## src/rtl/sab_pkg.sv

```systemverilog
package sab_pkg;

    // Segmented detector geometry
    localparam int SEGMENTS  = 16;
    localparam int SEG_IDX_W = $clog2(SEGMENTS);

    // Field widths
    localparam int EVT_W     = 32;
    localparam int CRYS_W    = 2;
    localparam int SEGNUM_W  = 5;
    localparam int E_W       = 16;
    localparam int SUM_W     = 20;
    localparam int CENT_W    = 10;
    localparam int CHAN_W    = 4;
    localparam int CFG_IDX_W = 2;
    localparam int DATA_W    = 72;

    localparam logic [SUM_W-1:0] SUM_MAX = '1;

    // Energy-weighted index sum: sum(e * idx) over all segments
    localparam longint WEIGHT_MAX = longint'(SEGMENTS) * 65535 * longint'(SEGMENTS - 1);
    localparam int     WEIGHT_W   = $clog2(WEIGHT_MAX + 1);

    // Centroid divide: quotient of 16*weight / addback, 11 bits, larger clamps
    localparam int CENT_FRAC_W = 4;
    localparam int QUOT_W      = 11;
    localparam int PRE_SHIFT   = QUOT_W - CENT_FRAC_W;
    localparam int STEP_W      = $clog2(QUOT_W);

    localparam logic [CENT_W-1:0] CENT_MAX = '1;
    localparam int                CHAN_LIM = (SEGMENTS - 1 > 15) ? 15 : SEGMENTS - 1;
    localparam logic [CHAN_W-1:0] CHAN_MAX = CHAN_W'(CHAN_LIM);

    // Register reset values
    localparam logic [E_W-1:0] HIT_THR_RST  = 16'd2;
    localparam logic [E_W-1:0] VETO_THR_RST = 16'd1600;
    localparam logic [E_W-1:0] SUM_TOL_RST  = 16'd80;
    localparam logic [E_W-1:0] FE_WIN_RST   = 16'd160;

    typedef enum logic [CFG_IDX_W-1:0] {
        CFG_HIT_THR  = 2'd0,
        CFG_VETO_THR = 2'd1,
        CFG_SUM_TOL  = 2'd2,
        CFG_FE_WIN   = 2'd3
    } cfg_idx_t;

    typedef enum logic [CRYS_W-1:0] {
        CRYS_SEG     = 2'd0,
        CRYS_SCINT_A = 2'd1,
        CRYS_SCINT_B = 2'd2,
        CRYS_SPARE   = 2'd3
    } crystal_t;

    // Input beat payload, lowest field last
    typedef struct packed {
        logic [2:0]          pad;
        logic [E_W-1:0]      primary_energy;
        logic [E_W-1:0]      energy;
        logic [SEGNUM_W-1:0] segment;
        logic [EVT_W-1:0]    event_number;
    } in_data_t;

    // Output beat payload, lowest field last
    typedef struct packed {
        logic [2:0]        pad;
        logic [CHAN_W-1:0] channel;
        logic [CENT_W-1:0] centroid;
        logic [SUM_W-1:0]  addback_energy;
        logic              full_energy;
        logic              vetoed;
        logic              accepted;
        logic [EVT_W-1:0]  closed_event;
    } out_data_t;

    // Divider status toward the sequencer
    typedef struct packed {
        logic              done;
        logic              ovf;
        logic [QUOT_W-1:0] quot;
        logic [SUM_W-1:0]  rem;
    } div_res_t;

endpackage

```

## src/rtl/sab_store.sv

```systemverilog
module sab_store (
    input  logic                          clk,
    input  logic                          rst_n,
    input  logic                          clear,
    input  logic                          wr_en,
    input  logic [sab_pkg::SEG_IDX_W-1:0] wr_addr,
    input  logic [sab_pkg::E_W-1:0]       wr_data,
    input  logic [sab_pkg::SEG_IDX_W-1:0] rd_addr,
    output logic [sab_pkg::E_W-1:0]       rd_data
);
    import sab_pkg::*;

    logic [E_W-1:0]      energy_reg [SEGMENTS];
    logic [SEGMENTS-1:0] valid_reg;
    logic [SEGMENTS-1:0] valid_next;

    // Valid bits: whole store reads zero after a clear
    always_comb
    begin
        valid_next = valid_reg;
        if (clear)
        begin
            valid_next = '0;
        end
        else if (wr_en)
        begin
            valid_next[wr_addr] = 1'b1;
        end
    end

    always_ff @(posedge clk or negedge rst_n)
    begin
        if (!rst_n)
        begin
            valid_reg <= '0;
        end
        else
        begin
            valid_reg <= valid_next;
        end
    end

    // Energy entries, no reset needed
    always_ff @(posedge clk)
    begin
        if (wr_en)
        begin
            energy_reg[wr_addr] <= wr_data;
        end
    end

    assign rd_data = valid_reg[rd_addr] ? energy_reg[rd_addr] : '0;

endmodule

```

## src/rtl/sab_div.sv

```systemverilog
module sab_div (
    input  logic                         clk,
    input  logic                         rst_n,
    input  logic                         start,
    input  logic [sab_pkg::WEIGHT_W-1:0] num,
    input  logic [sab_pkg::SUM_W-1:0]    den,
    output sab_pkg::div_res_t            res
);
    import sab_pkg::*;

    localparam int CMP_W = (WEIGHT_W > SUM_W + PRE_SHIFT) ? WEIGHT_W : SUM_W + PRE_SHIFT;

    logic              busy_reg, busy_next;
    logic              done_reg, done_next;
    logic              ovf_reg, ovf_next;
    logic [STEP_W-1:0] cnt_reg, cnt_next;
    logic [SUM_W-1:0]  rem_reg, rem_next;
    logic [SUM_W-1:0]  den_reg, den_next;
    logic [QUOT_W-1:0] low_reg, low_next;
    logic [QUOT_W-1:0] quot_reg, quot_next;

    logic              too_big;
    logic [SUM_W:0]    rem_sh;
    logic [SUM_W:0]    rem_sub;
    logic              ge;

    // Quotient would need more than QUOT_W bits: 16*num >= 2^QUOT_W * den
    assign too_big = CMP_W'(num) >= CMP_W'({den, {PRE_SHIFT{1'b0}}});

    // One restoring step: shift in next numerator bit, trial subtract
    assign rem_sh  = {rem_reg, low_reg[QUOT_W-1]};
    assign ge      = rem_sh >= {1'b0, den_reg};
    assign rem_sub = rem_sh - {1'b0, den_reg};

    always_comb
    begin
        busy_next = busy_reg;
        done_next = 1'b0;
        ovf_next  = ovf_reg;
        cnt_next  = cnt_reg;
        rem_next  = rem_reg;
        den_next  = den_reg;
        low_next  = low_reg;
        quot_next = quot_reg;
        if (start)
        begin
            den_next  = den;
            quot_next = '0;
            cnt_next  = '0;
            ovf_next  = too_big;
            rem_next  = SUM_W'(num >> PRE_SHIFT);
            low_next  = {num[PRE_SHIFT-1:0], {CENT_FRAC_W{1'b0}}};
            busy_next = !too_big;
            done_next = too_big;
        end
        else if (busy_reg)
        begin
            rem_next  = ge ? rem_sub[SUM_W-1:0] : rem_sh[SUM_W-1:0];
            quot_next = {quot_reg[QUOT_W-2:0], ge};
            low_next  = {low_reg[QUOT_W-2:0], 1'b0};
            cnt_next  = cnt_reg + 1'b1;
            if (cnt_reg == STEP_W'(QUOT_W - 1))
            begin
                busy_next = 1'b0;
                done_next = 1'b1;
            end
        end
    end

    always_ff @(posedge clk or negedge rst_n)
    begin
        if (!rst_n)
        begin
            busy_reg <= 1'b0;
            done_reg <= 1'b0;
            ovf_reg  <= 1'b0;
            cnt_reg  <= '0;
        end
        else
        begin
            busy_reg <= busy_next;
            done_reg <= done_next;
            ovf_reg  <= ovf_next;
            cnt_reg  <= cnt_next;
        end
    end

    always_ff @(posedge clk)
    begin
        rem_reg  <= rem_next;
        den_reg  <= den_next;
        low_reg  <= low_next;
        quot_reg <= quot_next;
    end

    assign res.done = done_reg;
    assign res.ovf  = ovf_reg;
    assign res.quot = quot_reg;
    assign res.rem  = rem_reg;

endmodule

```

## src/rtl/segment_addback_event_builder.sv

```systemverilog
// Addback event builder for a segmented detector with veto scintillators.
//
// Input stream (s_*): one hit row per beat. s_tuser carries the crystal code,
// s_tlast marks the last row of the data stream and forces the event to close.
// Output stream (m_*): one beat per closed event; m_tlast is set on the beat
// closed by a last row. A row whose event number differs from the open event
// first closes that event, so one row may cause two beats.
// Configuration: cfg_we/cfg_index/cfg_data write one of the four 16-bit
// thresholds per write; write only while the block is idle.
//
// Sequence: a row that closes nothing passes through apply and back to idle.
// Each close walks the 16-entry segment store one entry per cycle, checks
// the contiguous sum, runs the bit-serial centroid divider when the event
// is accepted (the divider finishes without stepping when the quotient is
// out of range), and loads the output register.
// s_tready is low while a row is being worked on.
// Reset clears thresholds to their defaults, the open event to number 0 and
// the store to empty. A stalled receiver holds the finished beat in the
// output register; the block keeps taking rows until the next close needs it.
module segment_addback_event_builder (
    input  logic                          clk,
    input  logic                          rst_n,
    // s_tdata: event_number[31:0], segment[36:32], energy[52:37],
    //          primary_energy[68:53], zero pad[71:69]
    input  logic                          s_tvalid,
    output logic                          s_tready,
    input  logic [sab_pkg::DATA_W-1:0]    s_tdata,
    // s_tuser: crystal[1:0]
    input  logic [sab_pkg::CRYS_W-1:0]    s_tuser,
    input  logic                          s_tlast,
    // m_tdata: closed_event[31:0], accepted[32], vetoed[33], full_energy[34],
    //          addback_energy[54:35], centroid[64:55], channel[68:65], pad[71:69]
    output logic                          m_tvalid,
    input  logic                          m_tready,
    output logic [sab_pkg::DATA_W-1:0]    m_tdata,
    output logic                          m_tlast,
    input  logic                          cfg_we,
    input  logic [sab_pkg::CFG_IDX_W-1:0] cfg_index,
    input  logic [sab_pkg::E_W-1:0]       cfg_data
);
    import sab_pkg::*;

    typedef enum logic [5:0] {
        S_IDLE   = 6'b000001,
        S_APPLY  = 6'b000010,
        S_SCAN   = 6'b000100,
        S_EVAL   = 6'b001000,
        S_DIV    = 6'b010000,
        S_FINISH = 6'b100000
    } state_t;

    localparam int PROD_W = E_W + SEG_IDX_W;

    state_t state_reg, state_next;

    // Configuration
    logic [E_W-1:0] hit_thr_reg, hit_thr_next;
    logic [E_W-1:0] veto_thr_reg, veto_thr_next;
    logic [E_W-1:0] sum_tol_reg, sum_tol_next;
    logic [E_W-1:0] fe_win_reg, fe_win_next;

    // Latched row
    logic [EVT_W-1:0]    row_evt_reg, row_evt_next;
    logic [SEGNUM_W-1:0] row_seg_reg, row_seg_next;
    logic [E_W-1:0]      row_energy_reg, row_energy_next;
    logic [E_W-1:0]      row_primary_reg, row_primary_next;
    crystal_t            row_crys_reg, row_crys_next;
    logic                row_last_reg, row_last_next;
    logic                pend_row_reg, pend_row_next;
    logic                eor_reg, eor_next;

    // Open event
    logic [EVT_W-1:0] cur_evt_reg, cur_evt_next;
    logic [SUM_W-1:0] total_reg, total_next;
    logic             veto_reg, veto_next;
    logic [E_W-1:0]   primary_reg, primary_next;

    // Scan accumulators
    logic [SEG_IDX_W-1:0] idx_reg, idx_next;
    logic [SUM_W-1:0]     contig_reg, contig_next;
    logic [WEIGHT_W-1:0]  weight_reg, weight_next;
    logic                 started_reg, started_next;
    logic                 broken_reg, broken_next;

    // Check result
    logic [SUM_W-1:0] addback_reg, addback_next;
    logic             acc_reg, acc_next;

    // Output register
    logic      m_tvalid_reg, m_tvalid_next;
    out_data_t m_data_reg, m_data_next;
    logic      m_last_reg, m_last_next;

    in_data_t       in_row;
    logic           in_acc;
    logic           out_free;
    logic [E_W-1:0] seg_e;
    logic           seg_hit;
    logic [SUM_W:0] contig_sum;
    logic [PROD_W-1:0] prod;
    logic           row_is_hit;
    logic           row_is_veto;
    logic [SUM_W:0] total_sum;
    logic           store_clear;
    logic           store_wr;
    logic [SUM_W-1:0] sum_diff;
    logic [SUM_W-1:0] eval_addback;
    logic           eval_acc;
    logic           div_start;
    div_res_t       div_res;
    logic           rnd;
    logic [QUOT_W:0] cent_sum;
    logic [QUOT_W:0] chan_sum;
    logic [QUOT_W-CENT_FRAC_W:0] chan_raw;
    logic [CENT_W-1:0] cent_val;
    logic [CHAN_W-1:0] chan_val;
    logic [SUM_W-1:0] fe_diff;
    logic           full_val;
    out_data_t      result;

    assign in_row   = in_data_t'(s_tdata);
    assign s_tready = (state_reg == S_IDLE);
    assign in_acc   = s_tvalid && s_tready;
    assign out_free = !m_tvalid_reg || m_tready;

    // Segment store
    sab_store u_store (
        .clk     (clk),
        .rst_n   (rst_n),
        .clear   (store_clear),
        .wr_en   (store_wr),
        .wr_addr (SEG_IDX_W'(row_seg_reg - 1'b1)),
        .wr_data (row_energy_reg),
        .rd_addr (idx_reg),
        .rd_data (seg_e)
    );

    // Bit-serial centroid divider
    sab_div u_div (
        .clk   (clk),
        .rst_n (rst_n),
        .start (div_start),
        .num   (weight_reg),
        .den   (eval_addback),
        .res   (div_res)
    );

    // Scan datapath: one segment per cycle
    assign seg_hit    = seg_e >= hit_thr_reg;
    assign contig_sum = {1'b0, contig_reg} + (SUM_W + 1)'(seg_e);
    assign prod       = PROD_W'(seg_e) * PROD_W'(idx_reg);

    // Row qualification
    assign row_is_hit  = (row_crys_reg == CRYS_SEG) && (row_energy_reg >= hit_thr_reg)
                         && (row_seg_reg != '0) && (32'(row_seg_reg) <= SEGMENTS);
    assign row_is_veto = ((row_crys_reg == CRYS_SCINT_A) || (row_crys_reg == CRYS_SCINT_B))
                         && (row_energy_reg > veto_thr_reg);
    assign total_sum   = {1'b0, total_reg} + (SUM_W + 1)'(row_energy_reg);
    assign store_wr    = (state_reg == S_APPLY) && row_is_hit;
    assign store_clear = (state_reg == S_FINISH) && out_free;

    // Contiguity check
    assign sum_diff     = (contig_reg >= total_reg) ? contig_reg - total_reg
                                                    : total_reg - contig_reg;
    assign eval_addback = (sum_diff > SUM_W'(sum_tol_reg)) ? '0 : total_reg;
    assign eval_acc     = (eval_addback != '0) && (eval_addback >= SUM_W'(hit_thr_reg));
    assign div_start    = (state_reg == S_EVAL) && eval_acc;

    // Centroid and channel from quotient of 16*weight / addback
    assign rnd      = {div_res.rem, 1'b0} >= {1'b0, addback_reg};
    assign cent_sum = {1'b0, div_res.quot} + (QUOT_W + 1)'(rnd);
    assign chan_sum = {1'b0, div_res.quot} + (QUOT_W + 1)'(1 << (CENT_FRAC_W - 1));
    assign chan_raw = chan_sum[QUOT_W:CENT_FRAC_W];
    assign cent_val = (div_res.ovf || cent_sum > (QUOT_W + 1)'(CENT_MAX))
                      ? CENT_MAX : cent_sum[CENT_W-1:0];
    assign chan_val = (div_res.ovf || chan_raw > (QUOT_W - CENT_FRAC_W + 1)'(CHAN_MAX))
                      ? CHAN_MAX : chan_raw[CHAN_W-1:0];

    // Full-energy match
    assign fe_diff  = (addback_reg >= SUM_W'(primary_reg)) ? addback_reg - SUM_W'(primary_reg)
                                                           : SUM_W'(primary_reg) - addback_reg;
    assign full_val = acc_reg && !veto_reg && (fe_diff < SUM_W'(fe_win_reg));

    always_comb
    begin
        result                = '0;
        result.closed_event   = cur_evt_reg;
        result.accepted       = acc_reg;
        result.vetoed         = veto_reg;
        result.full_energy    = full_val;
        result.addback_energy = acc_reg ? addback_reg : '0;
        result.centroid       = acc_reg ? cent_val : '0;
        result.channel        = acc_reg ? chan_val : '0;
    end

    // Configuration writes
    always_comb
    begin
        hit_thr_next  = hit_thr_reg;
        veto_thr_next = veto_thr_reg;
        sum_tol_next  = sum_tol_reg;
        fe_win_next   = fe_win_reg;
        if (cfg_we)
        begin
            unique case (cfg_idx_t'(cfg_index))
                CFG_HIT_THR:  hit_thr_next  = cfg_data;
                CFG_VETO_THR: veto_thr_next = cfg_data;
                CFG_SUM_TOL:  sum_tol_next  = cfg_data;
                CFG_FE_WIN:   fe_win_next   = cfg_data;
            endcase
        end
    end

    // Sequencer
    always_comb
    begin
        state_next       = state_reg;
        row_evt_next     = row_evt_reg;
        row_seg_next     = row_seg_reg;
        row_energy_next  = row_energy_reg;
        row_primary_next = row_primary_reg;
        row_crys_next    = row_crys_reg;
        row_last_next    = row_last_reg;
        pend_row_next    = pend_row_reg;
        eor_next         = eor_reg;
        cur_evt_next     = cur_evt_reg;
        total_next       = total_reg;
        veto_next        = veto_reg;
        primary_next     = primary_reg;
        idx_next         = idx_reg;
        contig_next      = contig_reg;
        weight_next      = weight_reg;
        started_next     = started_reg;
        broken_next      = broken_reg;
        addback_next     = addback_reg;
        acc_next         = acc_reg;
        m_tvalid_next    = m_tvalid_reg;
        m_data_next      = m_data_reg;
        m_last_next      = m_last_reg;

        if (m_tready)
        begin
            m_tvalid_next = 1'b0;
        end

        unique case (state_reg)
            S_IDLE:
            begin
                if (in_acc)
                begin
                    row_evt_next     = in_row.event_number;
                    row_seg_next     = in_row.segment;
                    row_energy_next  = in_row.energy;
                    row_primary_next = in_row.primary_energy;
                    row_crys_next    = crystal_t'(s_tuser);
                    row_last_next    = s_tlast;
                    if (in_row.event_number != cur_evt_reg)
                    begin
                        pend_row_next = 1'b1;
                        eor_next      = 1'b0;
                        idx_next      = '0;
                        contig_next   = '0;
                        weight_next   = '0;
                        started_next  = 1'b0;
                        broken_next   = 1'b0;
                        state_next    = S_SCAN;
                    end
                    else
                    begin
                        state_next = S_APPLY;
                    end
                end
            end
            S_APPLY:
            begin
                pend_row_next = 1'b0;
                primary_next  = row_primary_reg;
                if (row_is_veto)
                begin
                    veto_next = 1'b1;
                end
                if (row_is_hit)
                begin
                    total_next = total_sum[SUM_W] ? SUM_MAX : total_sum[SUM_W-1:0];
                end
                if (row_last_reg)
                begin
                    eor_next     = 1'b1;
                    idx_next     = '0;
                    contig_next  = '0;
                    weight_next  = '0;
                    started_next = 1'b0;
                    broken_next  = 1'b0;
                    state_next   = S_SCAN;
                end
                else
                begin
                    state_next = S_IDLE;
                end
            end
            S_SCAN:
            begin
                // First contiguous run of hit segments, lowest index first
                if (seg_hit && !broken_reg)
                begin
                    contig_next  = contig_sum[SUM_W] ? SUM_MAX : contig_sum[SUM_W-1:0];
                    weight_next  = weight_reg + WEIGHT_W'(prod);
                    started_next = 1'b1;
                end
                else if (!seg_hit && started_reg)
                begin
                    broken_next = 1'b1;
                end
                idx_next = idx_reg + 1'b1;
                if (idx_reg == SEG_IDX_W'(SEGMENTS - 1))
                begin
                    state_next = S_EVAL;
                end
            end
            S_EVAL:
            begin
                addback_next = eval_addback;
                acc_next     = eval_acc;
                state_next   = eval_acc ? S_DIV : S_FINISH;
            end
            S_DIV:
            begin
                if (div_res.done)
                begin
                    state_next = S_FINISH;
                end
            end
            S_FINISH:
            begin
                if (out_free)
                begin
                    m_tvalid_next = 1'b1;
                    m_data_next   = result;
                    m_last_next   = eor_reg;
                    total_next    = '0;
                    veto_next     = 1'b0;
                    primary_next  = '0;
                    if (pend_row_reg)
                    begin
                        cur_evt_next = row_evt_reg;
                        state_next   = S_APPLY;
                    end
                    else
                    begin
                        state_next = S_IDLE;
                    end
                end
            end
            default:
            begin
                state_next = S_IDLE;
            end
        endcase
    end

    // Control state
    always_ff @(posedge clk or negedge rst_n)
    begin
        if (!rst_n)
        begin
            state_reg    <= S_IDLE;
            hit_thr_reg  <= HIT_THR_RST;
            veto_thr_reg <= VETO_THR_RST;
            sum_tol_reg  <= SUM_TOL_RST;
            fe_win_reg   <= FE_WIN_RST;
            pend_row_reg <= 1'b0;
            eor_reg      <= 1'b0;
            row_last_reg <= 1'b0;
            cur_evt_reg  <= '0;
            total_reg    <= '0;
            veto_reg     <= 1'b0;
            primary_reg  <= '0;
            idx_reg      <= '0;
            started_reg  <= 1'b0;
            broken_reg   <= 1'b0;
            acc_reg      <= 1'b0;
            m_tvalid_reg <= 1'b0;
            m_last_reg   <= 1'b0;
        end
        else
        begin
            state_reg    <= state_next;
            hit_thr_reg  <= hit_thr_next;
            veto_thr_reg <= veto_thr_next;
            sum_tol_reg  <= sum_tol_next;
            fe_win_reg   <= fe_win_next;
            pend_row_reg <= pend_row_next;
            eor_reg      <= eor_next;
            row_last_reg <= row_last_next;
            cur_evt_reg  <= cur_evt_next;
            total_reg    <= total_next;
            veto_reg     <= veto_next;
            primary_reg  <= primary_next;
            idx_reg      <= idx_next;
            started_reg  <= started_next;
            broken_reg   <= broken_next;
            acc_reg      <= acc_next;
            m_tvalid_reg <= m_tvalid_next;
            m_last_reg   <= m_last_next;
        end
    end

    // Payload registers
    always_ff @(posedge clk)
    begin
        row_evt_reg     <= row_evt_next;
        row_seg_reg     <= row_seg_next;
        row_energy_reg  <= row_energy_next;
        row_primary_reg <= row_primary_next;
        row_crys_reg    <= row_crys_next;
        contig_reg      <= contig_next;
        weight_reg      <= weight_next;
        addback_reg     <= addback_next;
        m_data_reg      <= m_data_next;
    end

    assign m_tvalid = m_tvalid_reg;
    assign m_tdata  = m_data_reg;
    assign m_tlast  = m_last_reg;

endmodule

```

## config.mk

```make
export PLATFORM = sky130hd
export DESIGN_NAME = segment_addback_event_builder
export DESIGN_NICKNAME = d
export VERILOG_FILES = /design/src/rtl/sab_pkg.sv /design/src/rtl/sab_store.sv /design/src/rtl/sab_div.sv /design/src/rtl/segment_addback_event_builder.sv
export SDC_FILE = /design/constraint.sdc
export NUM_CORES = 1
export LEC_CHECK = 0
export BUFFER_PORTS_ARGS = -buffer_cell sky130_fd_sc_hd__buf_2
export CAP_MARGIN = 30
export CORE_ASPECT_RATIO = 0.75
export CORE_MARGIN = 1
export CORE_UTILIZATION = 40
export CTS_CLUSTER_SIZE = 28
export DETAILED_ROUTE_END_ITERATION = 8
export RECOVER_POWER = 50
export SLEW_MARGIN = 30
export SYNTH_ARGS = -nofsm -noshare
export SYNTH_HDL_FRONTEND = slang
export SYNTH_SLANG_ARGS = --single-unit
```

## constraint.sdc

```tcl
create_clock -name clk -period 18.4 [get_ports clk]
set_clock_uncertainty 0.2 [all_clocks]
set_input_delay 5.52 -clock clk [delete_from_list [all_inputs] [get_ports clk]]
set_output_delay 5.52 -clock clk [all_outputs]
set_load 0.05 [all_outputs]
```

; ---- After elaboration in Yosys (flattened, before gate mapping)
; Memory sizes are Yosys's and may differ from the RTL's.
; Cells that the tools add are included.
[word_totals]
regBits = 436
ramBits = 256
in_bits = 98
output_inout_bits = 75
wordCells = 225
mem_count = 1
[op_classes]
add_sub_neg = 13
multipliers = 1
order_cmp = 17
n_eq_ne = 25
muxes = 76
n_bitwise = 1
n_reduce_logical = 48
[memory_table]
columns = memory, words, width, read_ports, rd_clocked_by_memory_dff, write_ports, line_no
row1 = u_store.energy_reg, 16, 16, 1, 0, 1, sab_store.sv:13  ; logic [E_W-1:0] energy_reg [SEGMENTS];
[ops]
columns = op, count
row1 = $mux 20, 12
row2 = $mux 24, 4
row3 = $pmux 24 s3, 1
row4 = $mux 16, 4
row5 = $pmux 20 s3, 1
row6 = $sub 20x20->20, 3
row7 = $add 20x16->21, 2
row8 = $ge 21x20->1, 2
row9 = $ge 20x16->1, 2
row10 = $pmux 20 s2, 1
row11 = $pmux 6 s6, 1
row12 = $mux 17, 2
row13 = $ge 16x16->1, 2
row14 = $ne 32x32->1, 1
row15 = $pmux 16 s2, 1
row16 = $mux 6, 5
row17 = $ge 24x27->1, 1
row18 = $add 24x20->24, 1
row19 = $mux 1, 24
row20 = $mux 4, 6
row21 = $mux 11, 2
row22 = $ge 20x20->1, 1
row23 = $gt 20x16->1, 1
row24 = $lt 20x16->1, 1
row25 = other kinds (46), 100

; ---- Depth between registers and ports, before layout
[depth]
ltp_word = 9
mapped_depth = 38
ltp_nobuf = 35

; ---- Modules after synthesis
; From an unflattened synthesis, not the netlist that was laid out.
[unflattened]
cells_unflattened = 3172
area_unflattened_um2 = 38430.6
[modules_own_cells]
columns = mod, instances, cells_per_inst, area_per_inst_um2, seq_area_each_um2
row1 = segment_addback_event_builder, 1, 2285, 23819.1, 9915.8
row2 = sab_store, 1, 475, 10392.5, 8087.8
row3 = sab_div, 1, 412, 4219.0, 1776.7

; ---- Least setup slack after synthesis
; Ideal clock, no wire load.
[synth_timing]
path_kind = input to register
startpoint = input port m_tready
endpoint = register m_data_reg (netlist bit m_tdata[0]), enable pin
setup_time_ps = 460
t_arrival_ps = 7958
t_required_ps = 17740
path_slack_ps = 9782
path_stages = 4
path_cell_list = nand2b_1 > nand2_1 > inv_1 > clkbuf_1
[synth_via]
elab_chain_cells = 2
[synth_rtl]
columns = item, line_no
row1 = from (decl), segment_addback_event_builder.sv:34  ; input logic m_tready,
row2 = $logic_or 1x1->1, segment_addback_event_builder.sv:124  ; assign out_free = !m_tvalid_reg || m_tready;
row3 = $reduce_and 2->1 (no source line), --
row4 = to (signal assigned), segment_addback_event_builder.sv:419  ; m_data_reg <= m_data_next;
row5 = to (decl), segment_addback_event_builder.sv:91  ; out_data_t m_data_reg, m_data_next;
; Every way passes these cells.
; A chain may end at the register's enable or synchronous reset.

==> flow_summary.ini <==
[final_layout]
fin_area_sq_um = 42800
fill_cells = 8633
fin_nets = 3715
diodes = 0
largest_register_ffs = 256
post-route-util = 0.456
syn_to_final_growth_pct = 12.1
drive_above_1_share = 0.153
finalNonFillerCells = 4569

[setup_path]
crit_family = buffers and inverters
crit_path_end_kind = asynchronous set/reset pin
required_ns = 17.50
start_kind = input pin
slowest_stage = clkbuf_1
arrival_ns = 10.32
crit_buf_inv = 2
crit_top_cell = clkbuf_1
path_cells = clkbuf_1 -> clkbuf_1
critPathMaxStageDelay_ns = 3.31
crit_fanout = 82
critPathKind = in2async

[drt]
via_per_inst = 5.47
postRouteAntennaNets = 0
drt-wirelength-per-cell_microns = 21.9
wirelength_microns = 100000
first_pass_iters = 5
routed-via-count = 25000
drc = 0
drtIter0Drc = 2297

[global_route]
grt_max_degree = 114
grt_first_pass_wirelength_microns = 151000
grt_usage = 0.207
overflow = 0
antenna_found_initial = 2
grt_pass1_vias = 23900

[placement]
placed_area_sq_um = 40600
io_buffer_count = 166
dp.cells = 4434
gp_congestion = 0.937
detailed_place_hpwl_microns = 72500

[job]
drv_cap = 5

[clock_network]
cts.sinks = 692
cts-buffers-inserted = 74
cts_resized = 0
cts-root-buf = clkbuf_16
tritoncts = built
ctsHtreeMaxLevel = 3
post-cts-setup-buffers = 0
clk_pin_slew_worst_paths_ns = 0.06
clockBufferDepth = 3
clk_latency_ns = 0.66
cts_hold_buf = 0

[yosys]
ys_warn_count = 0
netlist_area_sq_um = 38200
synth_largest_area_cell = edfxtp_1
yosysSeqAreaShare = 0.518
syn_inst = 3103
synth_cell_types = 81
synth_area_leaders = edfxtp_1, dfrtp_1, ha_1
synth-seq-cells = 692
synthArstFlopShare = 0.251
synth.avg_cell_area_sq_um = 12.3
synth_top_area_share = 0.397
synth_flop_cell = edfxtp_1
synth-edff-count = 504

[die]
core_sq_um = 93900
fp-row-count = 97
io_pins = 173
initial_core_util = 0.406
die_y_microns = 269
chipWidth_microns = 359
dieArea_sq_um = 96600

[sta]
setup_violations = 0
finalHoldViolCount = 0
fmax_ghz = 0.0892
final_max_slew_viol_count = 237
grt_setup_unrepaired = false
fin_crit_sh = 0.610
tightestPinTransition_ns = 4.59
finalSetupTns_ns = 0
period_minus_slack_ns = 11.22
relSlewSlack = -2.06

[power]
ir_drop_mv = 0.0961
p_leak_nw = 17.7
power.density_nw_per_um2 = 133

[run_status]
status = complete, but fails checks
violations = capacitance limit, slew limit

[hold_path]
hold_class = reg2reg
## final cells by class
cell class	instances	area, sq um	area share
tap	1237	1550	0.0362
sequential	692	19800	0.462
multi-input combinational	2028	17000	0.397
inverter	262	987	0.0231
clock inverter	40	459	0.0107
timing repair buffer	216	1060	0.0248
clock buffer	94	1980	0.0462
## Yosys cell counts (12+ instances only)
library cell  instances
edfxtp_1            504
ha_1                291
inv_1               261
nand2_1             222
dfrtp_1             165
nor2_1              161
a21oi_1             156
o21ai_0             115
mux2_2              108
clkbuf_1             93
xnor2_1              89
mux4_2               84
a21o_1               71
and2_1               54
fa_1                 52
xor2_1               49
nor3_1               45
o21a_1               40
nand3_1              38
mux2i_1              34
nand4_1              33
and3_1               30
nand2b_1             30
o31ai_1              26
nor4_1               25
a31oi_1              24
nor2b_1              24
a211oi_1             22
o21bai_1             16
a21boi_0             15
buf_1                14
dfxtp_1              14
mux2_4               12
## layout by cell type, fill, tap and decap left out, types with 12 or more instances in the layout
master	Yosys	layout
nor3_1	45	43
and3_1	30	30
nor4_1	25	20
mux2_2	108	108
o21a_1	40	40
fa_1	52	52
clkinv_1	0	13
dfrtp_1	165	163
nand2b_1	30	29
a31oi_1	24	24
mux2i_1	34	34
nand4_1	33	33
nand3_1	38	38
a21oi_1	156	155
dfxtp_1	14	14
buf_2	10	134
mux4_2	84	84
nand2_1	222	222
o21ai_0	115	115
xor2_1	49	49
mux2_4	12	12
clkbuf_1	93	76
inv_1	261	259
a21o_1	71	71
a21boi_0	15	15
xnor2_1	89	89
nor2b_1	24	24
o21bai_1	16	15
o31ai_1	26	26
edfxtp_1	504	504
clkbuf_16	0	74
and2_1	54	44
a211oi_1	22	22
buf_4	4	20
ha_1	291	291
nor2_1	161	160
## stage by stage
step | hold slack (ns) | setup slack (ns) | power [mW]
3_3_place_gp | 0.232 | 8.46 | 4.15
5_1_grt | 0.273 | 6.02 | 6.04
6_report | 0.246 | 7.18 | 5.68
3_5_place_dp | 0.233 | 8.52 | 4.17
2_1_floorplan | 0.224 | 9.78 | 3.57
4_1_cts | 0.250 | 8.44 | 5.69
## routing by layer
| layer | vias to the layer above | track usage | share of wire |
|---|---|---|---|
| met2 | 793 | 0.283 | 0.41 |
| met3 | 115 | 0.0483 | 0.080 |
| met5 | - | 0 | 0.00020 |
| li1 | 11700 | - | - |
| met1 | 12300 | 0.328 | 0.49 |
| met4 | 4 | 0.0432 | 0.018 |
## final timing paths
| kind | from | slack [ns] | depth (start not counted) | end |
|---|---|---|---|---|
| max | rst_n | 7.18 | 2 | idx_reg[1] |
| min | row_primary_reg[11] | 0.25 | 2 | primary_reg[11] |
| max reg2reg | idx_reg[2] | 8.05 | 20 | weight_reg[22] |
| min reg2reg | row_primary_reg[11] | 0.25 | 2 | primary_reg[11] |
| max in group clk | idx_reg[2] | 8.05 | 20 | weight_reg[22] |
| min in group asynchronous | rst_n | 5.25 | 1 | cur_evt_reg[11] |
## power breakdown
part | total, mW | switching (mW) | internal, mW
clock network | 1.50 | 0.651 | 0.845
logic | 2.10 | 1.24 | 0.861
registers | 2.08 | 0.186 | 1.89
total | 5.68 | 2.08 | 3.60
## cell families (layout without fill, tap and decap cells)
group	Yosys count	in the layout	share of synthesized area
compound gates	592	592	0.101
xor+xnor	138	138	0.0317
fa+ha+maj	343	343	0.123
buf+inv	385	612	0.0390
flops	692	692	0.518
mux	238	238	0.0951
other cells	1	3	0.0000983
simple gates	714	714	0.0916
Power figures use the tool's default switching activity.
